## src/rtl/twodo_pkg.sv

```systemverilog
// Package for the three tracking wheel odometry block: payload structs, serial
// arithmetic unit interface, fixed point constants and helper functions.
// No dependencies.
package twodo_pkg;

  localparam int STEPS = 24;
  localparam int CW    = 36;

  typedef logic signed [CW-1:0] cw_t;

  localparam logic [63:0]        LIM_U     = 64'h4000_0000_0000_0000;
  localparam logic signed [63:0] PI_Q30    = 64'sd3373259426;
  localparam logic signed [63:0] TWO_PI_Q30 = 64'sd6746518852;
  localparam cw_t                C_PI      = 36'sd3373259426;
  localparam cw_t                C_TWO_PI  = 36'sd6746518852;
  localparam cw_t                C_HALF_PI = 36'sd1686629713;
  localparam cw_t                C_GAIN    = 36'sd652032874;
  localparam logic signed [63:0] ONE_Q30   = 64'sd1073741824;
  localparam logic signed [63:0] DEN_RAD   = 64'sd754974720;
  localparam logic signed [63:0] DEN_TICK  = 64'sd36000;
  localparam logic signed [63:0] MAX48     = 64'sd140737488355327;
  localparam logic signed [63:0] MIN48     = -64'sd140737488355328;

  localparam logic [29:0] ATAN [32] = '{
    30'd843314857, 30'd497837829, 30'd263043837, 30'd133525159, 30'd67021687,
    30'd33543516, 30'd16775851, 30'd8388437, 30'd4194283, 30'd2097149,
    30'd1048576, 30'd524288, 30'd262144, 30'd131072, 30'd65536, 30'd32768,
    30'd16384, 30'd8192, 30'd4096, 30'd2048, 30'd1024, 30'd512, 30'd256,
    30'd128, 30'd64, 30'd32, 30'd16, 30'd8, 30'd4, 30'd2, 30'd1, 30'd0
  };

  typedef enum logic [2:0] {
    REG_CIRC, REG_LOFF, REG_ROFF, REG_BOFF, REG_SX, REG_SY, REG_SH
  } reg_idx_t;

  typedef enum logic [1:0] {OP_MUL_RAW, OP_MUL30, OP_DIV} alu_op_t;

  typedef struct packed {
    logic signed [31:0] left_position;
    logic signed [31:0] right_position;
    logic signed [31:0] back_position;
  } in_t;

  typedef struct packed {
    logic signed [47:0] x_position;
    logic signed [47:0] y_position;
    logic signed [47:0] heading_radians;
    logic signed [47:0] heading_degrees;
  } out_t;

  typedef struct packed {
    logic               start;
    alu_op_t            op;
    logic signed [63:0] a;
    logic signed [63:0] b;
    logic [4:0]         e;
  } alu_req_t;

  typedef struct packed {
    logic               done;
    logic signed [63:0] res;
    logic [63:0]        q;
    logic [63:0]        rem;
  } alu_rsp_t;

  function automatic logic [63:0] umag(logic signed [63:0] v);
    return v[63] ? 64'(-v) : 64'(v);
  endfunction

  function automatic logic signed [63:0] from_mag(logic [63:0] q, logic neg);
    logic [63:0] c;
    c = (q > LIM_U) ? LIM_U : q;
    return neg ? -$signed(c) : $signed(c);
  endfunction

  function automatic logic signed [47:0] sat48(logic signed [63:0] v);
    if (v > MAX48) return MAX48[47:0];
    if (v < MIN48) return MIN48[47:0];
    return v[47:0];
  endfunction

endpackage

```

## src/rtl/twodo_alu.sv

```systemverilog
// Bit-serial multiply and divide unit, one bit per cycle over 64 bits.
// Depends on twodo_pkg.
module twodo_alu (
  input  logic                clk,
  input  logic                rst_n,
  input  twodo_pkg::alu_req_t req,
  output twodo_pkg::alu_rsp_t rsp
);

  typedef enum logic [1:0] {A_IDLE, A_RUN, A_FIN} alu_st_t;

  alu_st_t            st_r;
  twodo_pkg::alu_op_t op_r;
  logic               neg_r, sat_r;
  logic [5:0]         cnt_r;
  logic [63:0]        ud_r, rem_r, lo_r, q_r;

  logic [63:0]  un, ud;
  logic [127:0] wide;
  logic [64:0]  t, diff, sum;
  logic         ge;
  logic [97:0]  r98;
  logic [63:0]  qr;

  always_comb begin
    un   = twodo_pkg::umag(req.a);
    ud   = twodo_pkg::umag(req.b);
    wide = {64'b0, un} << req.e;
    t    = {rem_r, lo_r[63]};
    diff = t - {1'b0, ud_r};
    ge   = t >= {1'b0, ud_r};
    sum  = {1'b0, rem_r} + (lo_r[0] ? {1'b0, ud_r} : 65'd0);
    r98  = {rem_r, lo_r[63:30]} + {97'b0, lo_r[29]};
    qr   = q_r + {63'b0, (rem_r >= (ud_r - rem_r))};
  end

  always_ff @(posedge clk) begin
    if (!rst_n) begin
      st_r <= A_IDLE;
    end else begin
      unique case (st_r)
        A_IDLE: begin
          if (req.start) begin
            op_r  <= req.op;
            neg_r <= req.a[63] ^ req.b[63];
            cnt_r <= '0;
            if (req.op == twodo_pkg::OP_DIV) begin
              ud_r  <= ud;
              rem_r <= wide[127:64];
              lo_r  <= wide[63:0];
              q_r   <= '0;
              sat_r <= wide[127:64] >= ud;
              st_r  <= (wide[127:64] >= ud) ? A_FIN : A_RUN;
            end else begin
              ud_r  <= un;
              rem_r <= '0;
              lo_r  <= ud;
              sat_r <= 1'b0;
              st_r  <= A_RUN;
            end
          end
        end
        A_RUN: begin
          if (op_r == twodo_pkg::OP_DIV) begin
            rem_r <= ge ? diff[63:0] : t[63:0];
            lo_r  <= {lo_r[62:0], 1'b0};
            q_r   <= {q_r[62:0], ge};
          end else begin
            rem_r <= sum[64:1];
            lo_r  <= {sum[0], lo_r[63:1]};
          end
          cnt_r <= cnt_r + 6'd1;
          if (cnt_r == 6'd63) st_r <= A_FIN;
        end
        A_FIN: st_r <= A_IDLE;
        default: st_r <= A_IDLE;
      endcase
    end
  end

  always_comb begin
    rsp.done = (st_r == A_FIN);
    rsp.q    = q_r;
    rsp.rem  = rem_r;
    unique case (op_r)
      twodo_pkg::OP_DIV:
        rsp.res = sat_r ? twodo_pkg::from_mag(twodo_pkg::LIM_U, neg_r)
                        : twodo_pkg::from_mag(qr, neg_r);
      twodo_pkg::OP_MUL30:
        rsp.res = (r98[97:64] != 34'd0) ? twodo_pkg::from_mag(twodo_pkg::LIM_U, neg_r)
                                        : twodo_pkg::from_mag(r98[63:0], neg_r);
      twodo_pkg::OP_MUL_RAW:
        rsp.res = neg_r ? -$signed(lo_r) : $signed(lo_r);
      default: rsp.res = '0;
    endcase
  end

endmodule
```

## config.mk

```make
export PLATFORM = sky130hd
export DESIGN_NAME = twodo_alu
export DESIGN_NICKNAME = d
export VERILOG_FILES = /design/src/rtl/twodo_pkg.sv /design/src/rtl/twodo_alu.sv
export SDC_FILE = /design/constraint.sdc
export NUM_CORES = 2
export LEC_CHECK = 0
export BUFFER_PORTS_ARGS = -buffer_cell sky130_fd_sc_hd__buf_4
export CAP_MARGIN = 10
export CELL_PAD_IN_SITES_DETAIL_PLACEMENT = 1
export CELL_PAD_IN_SITES_GLOBAL_PLACEMENT = 1
export CORE_MARGIN = 2
export CORE_UTILIZATION = 45
export DETAILED_ROUTE_END_ITERATION = 8
export GPL_TIMING_DRIVEN = 0
export PLACE_DENSITY_LB_ADDON = 0.1
export SLEW_MARGIN = 5
export SYNTH_ARGS = -nofsm -noshare
export SYNTH_HDL_FRONTEND = slang
export SYNTH_SLANG_ARGS = --single-unit
```

## constraint.sdc

```tcl
create_clock -name clk -period 14.01 [get_ports clk]
set_input_delay 1.401 -clock clk [delete_from_list [all_inputs] [get_ports clk]]
set_output_delay 1.401 -clock clk [all_outputs]
set_load 0.1 [all_outputs]
```

* Word level (Yosys, flattened, before mapping) *
Index checks and enable logic that the tools add are counted.

word-level totals
  register bits = 268
  bits of input ports = 138
  output and inout port bits = 193

operators by class
  add/subtract/negate cells = 11
  $lt $le $gt $ge = 5
  equality and inequality tests = 10
  shift operators = 1
  mux-type cells = 33
  bitwise gates (word level) = 1
  reduce and logical (&&, ||, !) cells = 8

operators with widths
  kind                  number
  $mux 64               22
  $pmux 64 s2           3
  $neg 64->64           5
  $pmux 64 s3           1
  $ge 64x64->1          2
  $gt 64x63->1 const B  2
  $shl 64x5->128        1
  $sub 64x64->64        2
  $add 98x1->98         1
  $add 64x64->65        1
  $ge 65x64->1          1
  $add 64x1->64         1
  $reduce_bool 34->1    1
  $pmux 6 s2            1
  $mux 2                4
  $ne 2x2->1 const B    4
  $add 6x1->6 const B   1
  $eq 2x2->1 const B    3
  $eq 6x6->1 const B    1
  $mux 6                1
  $reduce_and 3->1      2
  $reduce_and 5->1      1
  $eq 2x1->1 const B    2
  $logic_not 2->1       2
  4 further kinds       4

* Longest topological paths before layout *
  depth after elaboration = 9
  gate-level depth with buffers = 50

* Worst setup path after synthesis *
Ideal clock, no wire load.

  kind = flip-flop to output port
  from = reg rem_r[1]
  to = out rsp[162] (netlist name)
  arrival time = 12.315 ns
  required time = 12.609 ns
  path slack = 0.294 ns
  cell stages (with the launch flop) = 51
  path buffers = 2
  cells stage by stage = edfxtp_1 -> inv_1 -> ha_1 -> nor2b_1 -> nor3_1 -> o211ai_1 -> a41o_1 -> nand3_1 -> a211o_1 -> a21o_1 -> o31ai_1 -> a41oi_1 -> a31oi_1 -> a31oi_1 -> xor2_1 -> ha_1 -> a21o_1 -> a21o_1 -> [... 15 more ...] -> nor3_2 -> nand4_1 -> mux2_2 -> o211ai_1 -> nor3_1 -> nand4_1 -> nand2_1 -> clkbuf_1 -> nand2_1 -> ha_1 -> nand3_1 -> or2_2 -> nor3_1 -> nor2b_1 -> nand2_1 -> a211oi_1 -> a21oi_1 -> o21ai_0

RTL lines
  element                 RTL line         RTL
  from (decl)             twodo_alu.sv:16  logic [63:0] ud_r, rem_r, lo_r, q_r;
  from (signal assigned)  twodo_alu.sv:49  rem_r <= wide[127:64];
  from (signal assigned)  twodo_alu.sv:65  rem_r <= ge ? diff[63:0] : t[63:0];
  from (signal assigned)  twodo_alu.sv:69  rem_r <= sum[64:1];
  to (decl)               twodo_alu.sv:7   output twodo_pkg::alu_rsp_t rsp

==> summary.txt <==
Placed design
  – I/O Buffers: 322
  – Dpl ws: -1.97 ns
  – Gpl congestion: 1.11
  – Area after DPL: 48,700 um^2
  – Dpl hpwl: 222,000 um

Drt
  – Met3 wire length: 33,100 um
  – Detailed Routing Iterations Pass 1: 7
  – Vias per std cell: 7.23
  – Iteration-0 DRC Markers: 8,004
  – Post-route ant nets: 0
  – WL final: 274,000 um
  – DR WL/cell: 35.7 um
  – Vias: 55,600
  – Drt drc: 0
  – Highest metal used: met5
  – Metal2 WL: 113,000 um
  – DRT met1 WL: 99,200 um

Synthesis
  – Yosys cell types: 102
  – Post-synthesis mux area share: 6.34%
  – Register bit count reported by yosys: 268
  – Commonest register cell after synthesis: edfxtp_1
  – Top-area cell type share of the netlist area: 18.0%
  – Syn_nets: 6,344
  – Adder-cell share of the synthesized area: 8.50%
  – Synth area leader: edfxtp_1
  – YS warnings: 0
  – Post-Syn Area per Cell: 7.52 um^2
  – Commonest cells in the synthesized netlist: nand2_1, a21oi_1, nor2_1, o21ai_0, xnor2_1
  – Post-synthesis compound-gate area fraction: 26.0%
  – Post-synthesis simple-gate area fraction: 24.1%
  – Asr flop ratio synth: 0%
  – Xor and xnor area share after synthesis: 11.6%
  – Most frequent cell after synthesis: nand2_1
  – Sequential area share after synthesis: 18.1%
  – Main combinational cell family by area after synthesis: compound AO/OA/AOI/OAI gates
  – Post-synth EDFFs: 266
  – Synth top area cells: edfxtp_1, ha_1, xnor2_1
  – Synth Cell Area: 44,400 um^2
  – Cells after Synth: 5,906

Power and ir drop
  – Sequential share of power: 21.1%
  – Switching Share: 53.4%
  – Leak pwr: 20.0 nW
  – VDD IR-drop max: 0.0694 mV
  – Comb pwr share: 60.1%
  – Clk pwr share: 18.9%
  – Pwr dens: 107 nW/um^2
  – Cell-internal power: 2.54 mW
  – NetSw: 2.90 mW

Critical path
  – Cell family with most CP delay: compound AO/OA/AOI/OAI gates
  – Slowest stage delay, CP: 0.74 ns
  – Most frequent cell on the critical path: a21o_1
  – Endpoint type of the worst setup path: output port
  – Critical Path Start Type: register
  – Crit path DAT: 12.67 ns
  – Worst r2r src: rem_r[18]
  – Crit path max-delay cell type: clkbuf_1
  – Worst setup startpoint: rem_r[2]
  – Critical Path RT: 12.61 ns
  – Critical setup path kind: reg2out
  – CP bufs+invs: 5
  – Crit Path Max Fanout: 10

Timing
  – Slew of the pin with the lowest slew margin: 1.49 ns
  – Setup violators final: 1
  – Fin. max-slew vios: 0
  – Rel. slew slack: 0.873%
  – Fin crit period: 14.07 ns
  – Achievable frequency: 71.1 MHz
  – Clock Skew: 0.0243 ns
  – Hold Fails Final Rpt: 0
  – Final period util: 100%
  – Hold_ws: 0.632 ns
  – Final setup margin: -0.0621 ns
  – RSZ-0062 raised after global routing: true
  – Setup_tns: -0.0621 ns

Final layout
  – Multi-input logic area: 34,400 um^2
  – Filler cells: 12,400
  – Share of layout cells above drive strength 1: 11.9%
  – Final core utilization: 51.8%
  – Final #Nets: 6,788
  – Final Instance Area: 50,900 um^2
  – Synth-to-Final Area Change: 14.6%
  – Sequential cell area: 8030 um^2

Global route
  – Total grt overflow: 0
  – All-Layer GR Usage: 51.7%
  – Largest net degree at the start of global routing: 65
  – Vias in the first global route: 54,000
  – Antenna violations before repair: 21
  – First-pass GRT wire length: 386,000 um

Floorplan
  – Die Span Y: 318 um
  – Width of the die: 318 um
  – Ports: 331
  – Starting Density: 45.2%
  – Core Rows: 115
  – Die ar.: 101,000 um^2
  – Total core area: 98,100 um^2

Clock network
  – CTS tree: done
  – Number of CTS-inserted buffers: 36
  – Max H-tree Level: 2
  – Clk slew on worst S/H paths: 0.06 ns
  – Clock buffer depth: 3
  – Root buffer cell: clkbuf_16
  – Sinks on Clock Net: 268
  – Clk_lat worst skew: 0.64 ns
  – Hold buffer count at CTS: 0

Job
  – Max-Cap Viols: 0

Outcome
  – Status: finished, violations left
  – Failing checks: setup timing

Hold path
  – HP Class: reg2reg
  – Hold_sp: cnt_r[0]
-- cells in the final DEF (no fill, tap or decap), drive strengths merged, types with 160 or more instances in the layout --
cell type	netlist	routed
o21ai	383	383
edfxtp	266	266
xnor2	357	357
inv	250	252
nand3	175	175
ha	297	297
nand2	536	536
xor2	228	228
a21o	169	169
mux2i	160	160
a21oi	488	488
buf	93	501
nor3	181	181
nor2	482	482
clkbuf	267	305
-- power groups by stage --
stage / Clock [mW] / Sequential [mW] / Combinational (mW)
final: 1.03 / 1.14 / 3.26
after global routing: 1.04 / 1.14 / 3.36
after CTS: 1.01 / 1.14 / 3.06
after detailed placement: 0 / 1.17 / 3.00
after global placement: 0 / 1.18 / 2.90
after floorplan: 0 / 1.32 / 1.73
-- flip-flops by register name, indices dropped and copies added (netlist names) --
| signal | cells |
|---|---|
| q_r | 64 |
| sat_r | 1 |
| st_r | 2 |
| neg_r | 1 |
| cnt_r | 6 |
| op_r | 2 |
| rem_r | 64 |
| ud_r | 64 |
| lo_r | 64 |
-- repair_timing --
action | 4_1_cts | 5_1_grt
buffers inserted | 20 | 32
pin swaps | 10 | 17
endpoints found under the setup margin | 64 | 47
resized for setup | 55 | 40
-- final timing paths --
kind / end / slack (ns) / depth (start not counted)
worst max register to register: rem_r[53] / 5.49 / 16
worst min register to register: cnt_r[0] / 0.63 / 1
worst min-delay path: cnt_r[0] / 0.63 / 1
worst max-delay path: rsp[181] / -0.06 / 43
-- through the flow --
stage	std cells	power, mW
floorplan	5906	3.05
global placement	7515	4.08
detailed placement	7544	4.16
CTS	7629	5.21
global route	7666	5.54
finish	7684	5.44
-- layout make-up --
| class | instances | area share, % |
|---|---|---|
| timing repair buffer | 407 | 6.20 |
| inverter | 251 | 1.86 |
| buffer | 359 | 2.85 |
| clock inverter | 26 | 0.534 |
| antenna | 19 | 0.0935 |
| clock buffer | 40 | 1.88 |
| multi-input combinational | 5027 | 67.6 |
| sequential | 268 | 15.8 |
| tap | 1287 | 3.17 |
-- layer usage --
metal	up-vias	track usage (%)
li1	23000	-
met1	26900	61.2
met2	4255	76.4
met3	1385	15.9
met4	14	44.2
met5	-	0
-- cell families (layout without fill, tap and decap cells) --
kind of cell	after synthesis	in the layout
multiplexers	239	239
flip-flops	268	268
AND/OR/NAND/NOR	2131	2131
adder cells (fa/ha/maj)	300	300
AO/OA/AOI/OAI	1772	1772
buffers and inverters	611	1083
other	0	19
XOR/XNOR	585	585
No activity file was read; power rests on OpenSTA's default activity.
